File: config.mk
export PLATFORM = sky130hd
export DESIGN_NAME = stream_find_replace
export DESIGN_NICKNAME = d
export VERILOG_FILES = /design/src/sv/sfr_pkg.sv /design/src/sv/sfr_window.sv /design/src/sv/stream_find_replace.sv
export SDC_FILE = /design/constraint.sdc
export NUM_CORES = 1
export LEC_CHECK = 0
export ABC_AREA = 1
export BUFFER_PORTS_ARGS = -buffer_cell sky130_fd_sc_hd__buf_2
export CELL_PAD_IN_SITES_DETAIL_PLACEMENT = 0
export CELL_PAD_IN_SITES_GLOBAL_PLACEMENT = 1
export CORE_ASPECT_RATIO = 0.5
export CORE_UTILIZATION = 46
export DETAILED_ROUTE_END_ITERATION = 10
export PLACE_DENSITY_LB_ADDON = 0.1
export SETUP_SLACK_MARGIN = 0.15
export SKIP_CTS_REPAIR_TIMING = 1
export SLEW_MARGIN = 30
export SYNTH_ARGS = -nofsm -noshare
export SYNTH_HDL_FRONTEND = slang
export SYNTH_HIERARCHICAL = 1
export SYNTH_SLANG_ARGS = --single-unit
export TNS_END_PERCENT = 5
File: constraint.sdc
create_clock -name clk -period 7.4 [get_ports clk]
set_clock_uncertainty 0.05 [all_clocks]
set_input_delay 0 -clock clk [delete_from_list [all_inputs] [get_ports clk]]
set_output_delay 0 -clock clk [all_outputs]
set_load 0.05 [all_outputs]
File: src/sv/sfr_pkg.sv
// Shared types, constants and helpers for the stream find-and-replace block.
// No dependencies; imported by sfr_window and stream_find_replace.
package sfr_pkg;

    localparam int MAX_PATTERN = 8;
    localparam int MAX_REPLACE = 8;
    localparam int REG_BYTES   = 8;   // bytes held in one pattern/replace register

    localparam int PLEN_CAP  = (MAX_PATTERN < REG_BYTES) ? MAX_PATTERN : REG_BYTES;
    localparam int RLEN_CAP  = (MAX_REPLACE < REG_BYTES) ? MAX_REPLACE : REG_BYTES;
    localparam int LEN_W     = 4;
    localparam int WIN_IDX_W = (PLEN_CAP > 1) ? $clog2(PLEN_CAP) : 1;
    localparam int BURST_MAX = REG_BYTES;
    localparam int DATA_W    = 8 * REG_BYTES;

    typedef enum logic [7:0] {
        REG_PATTERN_LEN   = 8'd0,
        REG_PATTERN_BYTES = 8'd1,
        REG_REPLACE_LEN   = 8'd2,
        REG_REPLACE_BYTES = 8'd3
    } cfg_reg_t;

    // Result bytes caused by one input request, drained one per cycle while the output stream is ready.
    typedef struct packed {
        logic [DATA_W-1:0] bytes;     // first byte in bits 7..0
        logic [LEN_W-1:0]  count;     // number of result items, 0..BURST_MAX
        logic              last;      // final item of the burst ends the text
        logic              has_data;  // 0 for the empty end marker
    } burst_t;

    function automatic logic [LEN_W-1:0] pat_len_eff(input logic [LEN_W-1:0] v);
        if (v == '0)
            return LEN_W'(1);
        else if (v > LEN_W'(PLEN_CAP))
            return LEN_W'(PLEN_CAP);
        else
            return v;
    endfunction

    function automatic logic [LEN_W-1:0] rep_len_eff(input logic [LEN_W-1:0] v);
        if (v > LEN_W'(RLEN_CAP))
            return LEN_W'(RLEN_CAP);
        else
            return v;
    endfunction

endpackage

File: src/sv/sfr_window.sv
// Sliding match window: holds up to pattern-length bytes and works out the
// burst of result bytes for each accepted request. Depends on sfr_pkg.
module sfr_window
    import sfr_pkg::*;
(
    input  logic              clk,
    input  logic              rst_n,
    input  logic              accept,
    input  logic [7:0]        text_byte,
    input  logic              end_of_text,
    input  logic              clear,
    input  logic [LEN_W-1:0]  plen,
    input  logic [DATA_W-1:0] pattern_bytes,
    input  logic [LEN_W-1:0]  rlen,
    input  logic [DATA_W-1:0] replace_bytes,
    output burst_t            burst
);

    logic [7:0]       win_reg  [PLEN_CAP];
    logic [7:0]       win_next [PLEN_CAP];
    logic [LEN_W-1:0] cnt_reg;
    logic [LEN_W-1:0] cnt_next;

    logic [7:0]        w [PLEN_CAP];
    logic [LEN_W-1:0]  base;
    logic [LEN_W-1:0]  cnt1;
    logic              full;
    logic              match;
    logic [DATA_W-1:0] w_packed;

    always_comb
    begin
        base = (cnt_reg >= plen) ? '0 : cnt_reg;
        w = win_reg;
        w[base[WIN_IDX_W-1:0]] = text_byte;
        cnt1 = base + LEN_W'(1);
        full = (cnt1 == plen);

        match = 1'b1;
        w_packed = '0;
        for (int i = 0; i < PLEN_CAP; i++)
        begin
            w_packed[8*i +: 8] = w[i];
            if ((LEN_W'(i) < plen) && (w[i] != pattern_bytes[8*i +: 8]))
                match = 1'b0;
        end

        burst.bytes    = w_packed;
        burst.count    = '0;
        burst.last     = end_of_text;
        burst.has_data = 1'b1;
        win_next = w;
        cnt_next = cnt1;

        if (full && match)
        begin
            burst.bytes = replace_bytes;
            burst.count = rlen;
            cnt_next    = '0;
        end
        else if (full)
        begin
            // oldest byte leaves; on the final byte the whole window goes out
            burst.count = end_of_text ? plen : LEN_W'(1);
            for (int i = 0; i < PLEN_CAP - 1; i++)
                win_next[i] = w[i+1];
            cnt_next = plen - LEN_W'(1);
        end
        else if (end_of_text)
        begin
            burst.count = cnt1;
        end

        if (end_of_text)
        begin
            cnt_next = '0;
            if (burst.count == '0)
            begin
                burst.count    = LEN_W'(1);
                burst.has_data = 1'b0;
                burst.bytes    = '0;
            end
        end
    end

    always_ff @(posedge clk)
    begin
        if (accept)
            win_reg <= win_next;
    end

    always_ff @(posedge clk or negedge rst_n)
    begin
        if (!rst_n)
            cnt_reg <= '0;
        else if (clear)
            cnt_reg <= '0;
        else if (accept)
            cnt_reg <= cnt_next;
    end

endmodule

File: src/sv/stream_find_replace.sv
// Top level of the stream find-and-replace block: configuration registers,
// input handshake and the output burst register. Depends on sfr_pkg, sfr_window.
//
// Text bytes enter on the s_ stream, tlast on the final byte. Every leftmost,
// non-overlapping occurrence of the pattern (1..8 bytes) is replaced by the
// replacement (0..8 bytes); the rewritten text leaves on the m_ stream, tuser
// high for a real byte and low for the empty end marker, tlast on the final
// item of the text. While m_tready is high, a request that yields at most one
// byte does not stall the input, so ordinary text streams at one byte per cycle;
// a request that yields n bytes (replacement or end-of-text flush) stalls the
// input while the single output burst register drains one byte per cycle, and
// the next request is taken as the last byte of the burst leaves.
// The user must write configuration on the cfg_ port only while the block is
// idle; the block does not enforce this. A pattern length write empties the window.
module stream_find_replace
    import sfr_pkg::*;
(
    input  logic        clk,
    input  logic        rst_n,

    input  logic        s_tvalid,
    output logic        s_tready,
    input  logic [7:0]  s_tdata,   // [7:0] text_byte
    input  logic        s_tlast,   // end_of_text

    output logic        m_tvalid,
    input  logic        m_tready,
    output logic [7:0]  m_tdata,   // [7:0] out_byte
    output logic        m_tuser,   // [0] byte_valid
    output logic        m_tlast,   // last_out

    input  logic        cfg_valid,
    output logic        cfg_ready,
    input  logic [7:0]  cfg_index,
    input  logic [63:0] cfg_data
);

    logic [LEN_W-1:0]  pattern_len_reg;
    logic [DATA_W-1:0] pattern_bytes_reg;
    logic [LEN_W-1:0]  replace_len_reg;
    logic [DATA_W-1:0] replace_bytes_reg;

    logic [DATA_W-1:0] obytes_reg;
    logic [LEN_W-1:0]  ocnt_reg;
    logic              olast_reg;
    logic              ovalid_reg;

    logic   cfg_write;
    logic   clear_window;
    logic   in_accept;
    logic   out_take;
    burst_t burst;

    assign cfg_ready    = 1'b1;
    assign cfg_write    = cfg_valid && cfg_ready;
    assign clear_window = cfg_write && (cfg_index == REG_PATTERN_LEN);

    assign m_tvalid  = (ocnt_reg != '0);
    assign out_take  = m_tvalid && m_tready;
    assign s_tready  = (ocnt_reg == '0) || ((ocnt_reg == LEN_W'(1)) && m_tready);
    assign in_accept = s_tvalid && s_tready;

    assign m_tdata = obytes_reg[7:0];
    assign m_tuser = ovalid_reg;
    assign m_tlast = olast_reg && (ocnt_reg == LEN_W'(1));

    always_ff @(posedge clk or negedge rst_n)
    begin
        if (!rst_n)
        begin
            pattern_len_reg   <= LEN_W'(1);
            pattern_bytes_reg <= '0;
            replace_len_reg   <= '0;
            replace_bytes_reg <= '0;
        end
        else if (cfg_write)
        begin
            case (cfg_index)
                REG_PATTERN_LEN:   pattern_len_reg   <= cfg_data[LEN_W-1:0];
                REG_PATTERN_BYTES: pattern_bytes_reg <= cfg_data[DATA_W-1:0];
                REG_REPLACE_LEN:   replace_len_reg   <= cfg_data[LEN_W-1:0];
                REG_REPLACE_BYTES: replace_bytes_reg <= cfg_data[DATA_W-1:0];
                default: ;
            endcase
        end
    end

    sfr_window u_window (
        .clk           (clk),
        .rst_n         (rst_n),
        .accept        (in_accept),
        .text_byte     (s_tdata),
        .end_of_text   (s_tlast),
        .clear         (clear_window),
        .plen          (pat_len_eff(pattern_len_reg)),
        .pattern_bytes (pattern_bytes_reg),
        .rlen          (rep_len_eff(replace_len_reg)),
        .replace_bytes (replace_bytes_reg),
        .burst         (burst)
    );

    // a request that yields nothing leaves the burst register alone
    always_ff @(posedge clk or negedge rst_n)
    begin
        if (!rst_n)
            ocnt_reg <= '0;
        else if (in_accept && (burst.count != '0))
            ocnt_reg <= burst.count;
        else if (out_take)
            ocnt_reg <= ocnt_reg - LEN_W'(1);
    end

    always_ff @(posedge clk)
    begin
        if (in_accept && (burst.count != '0))
        begin
            obytes_reg <= burst.bytes;
            olast_reg  <= burst.last;
            ovalid_reg <= burst.has_data;
        end
        else if (out_take)
        begin
            obytes_reg <= {8'h00, obytes_reg[DATA_W-1:8]};
        end
    end

endmodule

==> results.ini, run 1 <==
[sta]
finalSetupViolations=0
grt_setup_unrepaired=false
max_freq_mhz=162
tns_ps=0
hold_viol=1
holdWs_ps=-0.594
max_slew.worst_pin.slew_ps=831
finalCriticalPeriod_ps=6170
slew_violations=0
slew_headroom=0.446
setup_ws_ps=1230
post-route-period-util=0.834

[power_and_ir_drop]
p_switching_mw=3.50
p_sw_frac=0.458
clkPwrFrac=0.189
p_per_area_nw_per_um2=421
p_int_mw=4.14
ir_drop_mv=0.375
p_comb_frac=0.494
p_leak_nw=8.97
seq_power_share=0.318

[setup_path]
critPathLaunchType=register
cp-end-kind=register
crit_path_frequent_cell=nand2_1
critPathMaxStageDelay_ps=400
slowest_stage=dfrtp_1
cp_data_arrival_time_ps=6350
crit_type=reg -> reg
required_ps=7570
crit_fanout=72

[global_route]
grt_pass1_vias=12272
gr-total-overflow=0
grt_start_max_net_pins=95
grtUsageMet2=0.380
met3_usage=0.0516
grt_most_used_layer=met1
grt_use_met1=0.403
grt_pass1_wl_mm=71.4
grt_usage=0.260
antenna_found_initial=2

[die]
core_area_um2=33600
rows=47
start_util=0.476
die_h_um=134
die_x_um=266
die-area_um2=35600
ios=99

[logic_synthesis]
synthTopCellsByArea=edfxtp_1 (24%), dfrtp_1 (22%), nand2_1 (19%)
synth_seq_cells=274
syn-num-nets=2235
ys_warn_count=6
yosysSeqAreaShare=0.469
synthTopCellsByCount=nand2_1 (790), inv_1 (322), nand3_1 (173)
synth_edf_count=130
synth_area_um2=16000
synthDistinctLibCells=43
synth.avg_cell_area_um2=7.48
yosysMostFrequentCell=nand2_1
ys.flop_type=dfrtp_1
async_reset_ff_frac=0.526
synth_top_area_frac=0.244
synth_cells=2139
yosysTopAreaCell=edfxtp_1

[placement]
place_hpwl_mm=32.2
dp_worst_setup_slack_ps=1360
routabilityCongestion=0.886
port_buffers=97

[worst_hold_path]
hp-class=in -> reg

[detailed_routing]
wl_per_cell_um=17.0
wl_mm=46.4
drtAntennaViolNets=0
dr.pass1.iters=8
vias_per_cell=5.05
drtIter0Drc=1405
routed-via-count=13770
drc_errors=0

[clock_network]
cts_sinks=274
cts-root-buf=clkbuf_16
clk_pin_slew_ps=70
cts-buffers-inserted=26
cts_tree=yes
h-tree-depth=1
worstSkewPairLatency_ps=560
cts_buffer_depth=3

[run_status]
status=complete, but fails checks
violations=negative hold slack

[layout]
finalNetCount=2336
area_growth_pct=13.6
drive_gt1_frac=0.113

[job]
maxCapViolations=0

## power by group through the flow
stage | Sequential, mW | Clock, mW | Combinational, mW
3_5_place_dp | 2.46 | 0 | 3.71
4_1_cts | 2.43 | 1.48 | 3.72
6_report | 2.43 | 1.44 | 3.77
3_3_place_gp | 2.46 | 0 | 3.69
5_1_grt | 2.47 | 1.52 | 4.26
2_1_floorplan | 2.43 | 0 | 2.84
## metal layers
metal,share of wire,wire (µm)
met3,0.079,3660
met1,0.49,22600
met5,0,0
met4,0.012,579
met2,0.42,19600
## stage by stage
step / utilization / cells / cell area (µm²) / power, mW / hold slack [ps]
2_1_floorplan: - / 2139 / 16000 / 5.27 / -346
3_3_place_gp: 0.492 / 2607 / 16600 / 6.14 / 122
3_5_place_dp: 0.492 / 2607 / 16600 / 6.16 / 96.9
4_1_cts: 0.519 / 2655 / 17500 / 7.62 / -491
5_1_grt: 0.540 / 2725 / 18200 / 8.25 / 45.8
6_report: 0.540 / 2727 / 18200 / 7.65 / -0.594
## cell families (layout without fill, tap and decap cells)
logic type | after synthesis | count (layout) | synth area share
AND/OR/NAND/NOR | 1067 | 1067 | 0.273
XOR/XNOR | 5 | 5 | 0.00274
buffers and inverters | 444 | 565 | 0.124
AO/OA/AOI/OAI | 338 | 338 | 0.123
other | 1 | 3 | 0.000234
flip-flops | 274 | 274 | 0.469
adder cells (fa/ha/maj) | 10 | 10 | 0.00782
## area by class of cell
cell class	instances	area (µm²)
fillers	3312	15500
flip-flops and latches	274	7510
multi-input cells	1421	6570
repair buffers	189	1390
inverters	328	1230
clock buffers	36	739
well taps	465	582
clock inverters	12	159
diodes	2	5.00
## worst paths after layout
kind                                              startpoint                           endpoint  slack (ps)  cells past startpoint
max                           pattern_len_reg[1]$_DFFE_PN0P_           obytes_reg[52]$_DFFE_PP_        1230                     32
min                                             cfg_index[2]     pattern_len_reg[3]$_DFFE_PN0P_        -0.6                      5
max reg2reg                   pattern_len_reg[1]$_DFFE_PN0P_           obytes_reg[52]$_DFFE_PP_        1230                     32
min reg2reg                replace_bytes_reg[54]$_DFFE_PN0P_  replace_bytes_reg[54]$_DFFE_PN0P_         430                      2
max in group asynchronous                              rst_n  pattern_bytes_reg[49]$_DFFE_PN0P_        6110                      3
min in group asynchronous                              rst_n   replace_bytes_reg[8]$_DFFE_PN0P_          20                      2
## placed cells by master, fill, tap and decap left out, types with 2 or more instances in the layout
| master | instances |
|---|---|
| buf_4 | 20 |
| o2111ai_1 | 2 |
| nand2_4 | 2 |
| clkbuf_1 | 6 |
| inv_2 | 5 |
| nor3_1 | 2 |
| buf_2 | 96 |
| dlygate4sd3_1 | 70 |
| dfrtp_1 | 143 |
| nand3b_1 | 6 |
| o21ai_1 | 65 |
| o22ai_1 | 2 |
| nor2_1 | 71 |
| o21ai_0 | 121 |
| nor2_4 | 5 |
| bufinv_16 | 4 |
| edfxtp_1 | 130 |
| clkbuf_16 | 27 |
| clkbuf_8 | 4 |
| inv_1 | 322 |
| a21boi_0 | 2 |
| nand2_2 | 7 |
| clkinv_2 | 5 |
| buf_12 | 2 |
| o21ai_2 | 64 |
| nor2_2 | 2 |
| clkinv_1 | 3 |
| diode_2 | 2 |
| ha_1 | 10 |
| nand3_1 | 173 |
| nand2_1 | 786 |
| a21oi_1 | 77 |
| xor2_1 | 5 |
## critical path, delay by kind of cell, from the launching register on
kind                     cells  cell delay, ps
AND/OR/NAND/NOR             18            2460
buffers and inverters        6            1240
AO/OA/AOI/OAI                5             730
adder cells (fa/ha/maj)      2             660
flip-flops                   1             400
XOR/XNOR                     1             190
No activity file was read; power rests on OpenSTA's default activity.
==> run 2, diff against run 1 <==
- clock period: 7.4 -> 6.3 ns (I/O delays scaled with it)
==> run 2 against run 1 <==
  * The flow still finishes with violations (negative hold slack)
  * Die area did not move
  * Non-clock buffer count rose by 3
  * Register-to-register slack got worse by 670 ps
  * Clock power rose by 9%
  * Fmax rose by 7.5%
  * Critical endpoint is now obytes_reg[58]$_SDFFCE_PN0P_
==> results.ini, run 2 (same netlist as run 1, synthesis figures left out) <==
[setup_path]
reg2regPathDepth=30  ; -6.3%
cp-end-kind=register
regToRegSetupSlack_ps=560  ; -670 ps
critPathLaunchType=register
worstReg2RegStart=pattern_len_reg[1]$_DFFE_PN0P_
cp_data_arrival_time_ps=5900  ; -450 ps
critPathMaxStageDelay_ps=400  ; about the same
crit_path_frequent_cell=nand2_1
required_ps=6470  ; -1100 ps
crit_type=reg -> reg
slowest_stage=dfrtp_1
worstReg2RegEnd=obytes_reg[58]$_SDFFCE_PN0P_
crit_fanout=56  ; -22%

[sta]
max_freq_mhz=174  ; +7.5%
finalCriticalPeriod_ps=5740  ; -432 ps
setup_ws_ps=561  ; -668 ps
finalSetupViolations=0  ; unchanged
holdWs_ps=-87.2  ; -86.6 ps
slew_headroom=0.427  ; -0.0187
slew_violations=0  ; unchanged
hold_viol=5  ; +4
post-route-period-util=0.911  ; +0.0771
max_slew.worst_pin.slew_ps=859  ; +27.2 ps
grt_setup_unrepaired=true
tns_ps=0  ; unchanged

[worst_hold_path]
min_to=replace_len_reg[2]$_DFFE_PN0P_
holdPathStages=5  ; unchanged
hp-class=in -> reg
min_from=cfg_valid

[detailed_routing]
dr.pass1.iters=6  ; -2
wl_per_cell_um=17.4  ; +2.1%
drc_errors=0  ; unchanged
routed-via-count=13817  ; +0.34%
drtAntennaViolNets=0  ; unchanged
vias_per_cell=5.06  ; +0.27%
wl_mm=47.4  ; +2.1%
drtIter0Drc=1294  ; -7.9%

[global_route]
antenna_found_initial=0  ; -2
grt_pass1_vias=12671  ; +3.3%
grt_pass1_wl_mm=72.7  ; +1.8%
grt_start_max_net_pins=83  ; -13%
grt_usage=0.265  ; +0.00482
gr-total-overflow=0  ; unchanged

[die]
ios=99  ; unchanged
die-area_um2=35600  ; unchanged
core_area_um2=33600  ; unchanged
die_h_um=134  ; unchanged
die_x_um=266  ; unchanged
start_util=0.476  ; unchanged
rows=47  ; unchanged

[clock_network]
cts-buffers-inserted=27  ; +3.8%
cts_buffer_depth=3  ; unchanged
cts-root-buf=clkbuf_16
h-tree-depth=1  ; unchanged
clk_pin_slew_ps=60  ; about the same
cts_tree=yes
cts_sinks=274  ; unchanged
worstSkewPairLatency_ps=560  ; about the same

[placement]
dp_worst_setup_slack_ps=116  ; -1240 ps
dp.cells=2608  ; +0.038%
port_buffers=97  ; unchanged
routabilityCongestion=0.900  ; +1.5%
place_hpwl_mm=32.1  ; about the same

[run_status]
violations=negative hold slack
status=complete, but fails checks

[power_and_ir_drop]
seq_power_share=0.319  ; about the same
p_comb_frac=0.507  ; +0.013
p_per_area_nw_per_um2=493  ; +17%
ir_drop_mv=0.458  ; +22%
p_sw_frac=0.466  ; +0.00811
p_leak_nw=8.98  ; about the same
p_switching_mw=4.18  ; +19%
p_int_mw=4.78  ; +15%
clkPwrFrac=0.175  ; -0.014

[layout]
drive_gt1_frac=0.115  ; +0.00201
most-common-layout-cells=nand2_1 (783), inv_1 (322), nand3_1 (172)
n_antenna_cell=0  ; -2
area_growth_pct=13.6  ; about the same
finalNetCount=2340  ; +0.17%
instances_no_fill=2729  ; +0.073%
final_common_cell=nand2_1
fill_cells=3332  ; +0.60%

[job]
maxCapViolations=0  ; unchanged

run 2: cell count changes in the layout (fill, tap and decap cells not counted), moves of 3 or more:
cell and delta:
nand2_1 -3, clkbuf_1 +7, buf_4 -3, bufinv_16 -4, buf_6 +3, clkinv_1 -3
run 2: power by group through the flow:
stage,clock (mW),combinational [mW],sequential (mW)
after CTS,1.60,4.44,2.85
after global routing,1.66,5.08,2.90
after floorplan,0,3.34,2.85
final,1.57,4.54,2.86
after global placement,0,4.40,2.89
after detailed placement,0,4.43,2.89
run 2: metrics by stage:
step	area, µm²	hold WS (ps)	power (mW)	util
floorplan	16000	-346	6.19	-
global placement	16600	57.4	7.29	0.493
detailed placement	16600	62.7	7.32	0.493
CTS	17400	-538	8.89	0.517
global route	18200	1.99	9.64	0.540
finish	18200	-87.2	8.96	0.540
run 2: worst max path at each step:
stage	start	end	slack, ps	cells after the start
final	pattern_len_reg[1]$_DFFE_PN0P_	obytes_reg[58]$_SDFFCE_PN0P_	560	30
after global routing	pattern_len_reg[0]$_DFFE_PN1P_	obytes_reg[51]$_DFFE_PP_	110	32
after CTS	pattern_len_reg[1]$_DFFE_PN0P_	obytes_reg[41]$_DFFE_PP_	100	35
after detailed placement	pattern_len_reg[1]$_DFFE_PN0P_	obytes_reg[41]$_DFFE_PP_	120	35
after global placement	pattern_len_reg[1]$_DFFE_PN0P_	obytes_reg[40]$_DFFE_PP_	270	35
after floorplan	pattern_len_reg[1]$_DFFE_PN0P_	obytes_reg[0]$_DFFE_PP_	150	32
run 2: cell type report:
class | count | area [µm²] | area share
flip-flops and latches | 274 | 7510 | 0.413
repair buffers | 192 | 1450 | 0.0798
well taps | 465 | 582 | 0.0320
clock buffers | 44 | 791 | 0.0435
inverters | 328 | 1230 | 0.0679
clock inverters | 5 | 26.3 | 0.00145
multi-input cells | 1421 | 6580 | 0.362
run 2: worst max-delay path: cells and delay by family (launching register included):
kind,cells,cell delay (ps)
AOI/OAI and AO/OA,5,790
DFF,1,400
and+or+nand+nor,18,2470
adders and majority gates,2,700
xor gates and xnor gates,1,200
buffers and inverters,4,700
run 2: routing by layer:
metal | vias up | track usage | share of wire
met1 | 6451 | 0.407 | 0.48
li1 | 6946 | - | -
met5 | - | 0 | 0
met3 | 51 | 0.0406 | 0.067
met2 | 369 | 0.395 | 0.43
met4 | 0 | 0.0543 | 0.018
==> run 3, diff against run 2 <==
- ABC_AREA: 1 -> 0
- CORE_UTILIZATION: 46 -> 50
==> run 3 against run 2 <==
  * The run still ends with negative hold slack left
  * Sequential share of layout area up 0.50 points
  * Setup slack better by 29 ps
  * Non-clock buffer count up 28
  * Hold slack better by 57 ps
  * Critical endpoint is now obytes_reg[2]$_DFFE_PP_
  * Largest cell class unchanged
  * Largest power group unchanged
==> results.ini, run 3 <==
[run_status]
status=complete, but fails checks
violations=negative hold slack

[placement]
place_hpwl_mm=32.3  ; +0.41%
routabilityCongestion=0.887  ; -1.3%
place_area_um2=16300  ; -1.8%
dp.cells=1761  ; -32%
dp_worst_setup_slack_ps=-73.9  ; -190 ps
port_buffers=97  ; unchanged

[setup_path]
worstReg2RegStart=pattern_len_reg[3]$_DFFE_PN0P_
slowest_stage=nor4_2
crit_type=reg -> reg
critPathMaxStageDelay_ps=540  ; +140 ps
reg2regPathDepth=17  ; -43%
worstReg2RegEnd=obytes_reg[2]$_DFFE_PP_
regToRegSetupSlack_ps=590  ; +30 ps
critPathLaunchType=register
cp_data_arrival_time_ps=5950  ; +50 ps
cp-end-kind=register
required_ps=6540  ; +70 ps
path_cells=nor2b_2, inv_1, ha_1, nor3b_2, o211ai_4, nor2_8, mux2i_1, o22ai_1, o41ai_2, o2111a_2, and2_4, mux2i_4, a211o_1, nor4_2, nor3_4, buf_8, mux2_2
crit_fanout=48  ; -14%

[power_and_ir_drop]
ir_drop_mv=0.234  ; -49%
p_leak_nw=7.56  ; -16%
p_per_area_nw_per_um2=482  ; -2.2%
power.total_mw=8.66  ; -3.4%

[layout]
design_area_um2=18000  ; -1.2%
finalNetCount=1570  ; -33%
area_growth_pct=17.0
final_common_cell=mux2_2
instances_no_fill=1885  ; -31%
drive_gt1_frac=0.301  ; +0.186
most-common-layout-cells=mux2_2 (203), dfrtp_1 (143), edfxtp_1 (130)
final_util=0.607  ; +0.0671
n_antenna_cell=0  ; unchanged

[clock_network]
cts_buffer_depth=3  ; unchanged
worstSkewPairLatency_ps=550  ; about the same
cts-root-buf=clkbuf_16
cts_sinks=274  ; unchanged
clk_pin_slew_ps=70  ; about the same
h-tree-depth=1  ; unchanged
cts_tree=yes
cts-buffers-inserted=27  ; unchanged

[die]
die_x_um=250  ; -6.0%
rows=44  ; -6.4%
start_util=0.519  ; +0.0436
die-area_um2=31500  ; -12%
ios=99  ; unchanged
core_area_um2=29600  ; -12%
die_h_um=126  ; -6.0%

[global_route]
grt_pass1_wl_mm=69.5  ; -4.4%
grt_pass1_vias=11115  ; -12%
gr-total-overflow=0  ; unchanged
antenna_found_initial=3  ; +3
grt_start_max_net_pins=76  ; -8.4%
grt_usage=0.292  ; +0.0266

[logic_synthesis]
synth.avg_cell_area_um2=11.7  ; +56%
ys.flop_type=dfrtp_1
yosysMostFrequentCell=mux2_2
synthDistinctLibCells=78  ; +81%
synth_seq_cells=274  ; unchanged
ys_warn_count=6  ; unchanged
yosysTopAreaCell=edfxtp_1
synth_top_area_frac=0.254  ; +0.0103
synth_cells=1314  ; -39%
synthTopCellsByArea=edfxtp_1 (25%), dfrtp_1 (23%), mux2_2 (15%)
synthTopCellsByCount=mux2_2 (203), dfrtp_1 (143), edfxtp_1 (130)
syn-num-nets=1410  ; -37%
synth_edf_count=130  ; unchanged
synth_area_um2=15400  ; -4.1%
yosysSeqAreaShare=0.489  ; +0.0198
async_reset_ff_frac=0.526  ; unchanged

[sta]
finalSetupViolations=0  ; unchanged
max_slew.worst_pin.slew_ps=948  ; +89.7 ps
grt_setup_unrepaired=false
finalCriticalPeriod_ps=5710  ; -29.4 ps
slew_headroom=0.368  ; -0.0592
hold_viol=37  ; +32
holdWs_ps=-30.7  ; +56.5 ps
setup_ws_ps=590  ; +29.4 ps
max_freq_mhz=175  ; +0.52%
post-route-period-util=0.906  ; -0.00467
tns_ps=0  ; unchanged
slew_violations=0  ; unchanged

[detailed_routing]
drtAntennaViolNets=0  ; unchanged
wl_mm=46.4  ; -2.0%
drtIter0Drc=1189  ; -8.1%
vias_per_cell=6.08  ; +20%
dr.pass1.iters=6  ; unchanged
drc_errors=0  ; unchanged
routed-via-count=11460  ; -17%
wl_per_cell_um=24.6  ; +42%

[worst_hold_path]
hp-class=in -> async

[job]
maxCapViolations=0  ; unchanged

[run 3: cell types whose count changed in the layout (fill, tap and decap cells not counted), moves of 60 or more]
cell / change
nand2_1: -724
mux2i_1: +60
nand3_1: -157
o21ai_0: -73
mux2_2: +203
o21ai_2: -64
inv_1: -283
o21ai_1: -65
[run 3: cell families (layout without fill, tap and decap cells)]
logic type | count (synthesis) | in the layout | share of synthesized area
xor+xnor | 98 | 98 | 0.0559
flops | 274 | 274 | 0.489
simple gates | 325 | 326 | 0.106
other cells | 1 | 1 | 0.000244
fa+ha+maj | 10 | 10 | 0.00815
compound gates | 199 | 199 | 0.0992
buf+inv | 130 | 309 | 0.0424
mux | 277 | 277 | 0.199
[run 3: area by class of cell]
type | instances | area [µm²]
clock buffers | 37 | 777
clock inverters | 12 | 120
fillers | 2449 | 11600
inverters | 40 | 150
multi-input cells | 911 | 7250
flip-flops and latches | 274 | 7510
well taps | 391 | 489
repair buffers | 220 | 1670
[run 3: how the worst max path moves through the flow]
stage / start / to / slack [ps]
after floorplan: pattern_len_reg[0]$_DFFE_PN1P_ / obytes_reg[0]$_DFFE_PP_ / 500
after global placement: pattern_len_reg[3]$_DFFE_PN0P_ / obytes_reg[2]$_DFFE_PP_ / 230
after detailed placement: pattern_len_reg[3]$_DFFE_PN0P_ / obytes_reg[2]$_DFFE_PP_ / -70
after CTS: pattern_len_reg[3]$_DFFE_PN0P_ / obytes_reg[2]$_DFFE_PP_ / -100
after global routing: pattern_len_reg[3]$_DFFE_PN0P_ / obytes_reg[47]$_DFFE_PP_ / 280
final: pattern_len_reg[3]$_DFFE_PN0P_ / obytes_reg[2]$_DFFE_PP_ / 590
[run 3: report_power, final]
part	switching, mW	internal [mW]	total (mW)
Sequential	0.327	2.64	2.97
Combinational	2.42	1.61	4.03
Clock	0.719	0.945	1.66
[run 3: metal layers]
| metal | up-vias | wire length (µm) | track usage |
|---|---|---|---|
| li1 | 5143 | - | - |
| met1 | 5755 | 20800 | 0.433 |
| met2 | 494 | 20400 | 0.435 |
| met3 | 66 | 4480 | 0.0715 |
| met4 | 2 | 756 | 0.0508 |
| met5 | - | 13 | 0 |
[run 3: critical path, delay by kind of cell (launching register included)]
family,cells,cell delay [ps]
simple gates,6,1840
flops,1,510
mux,3,830
buf+inv,2,390
compound gates,5,1470
fa+ha+maj,1,280
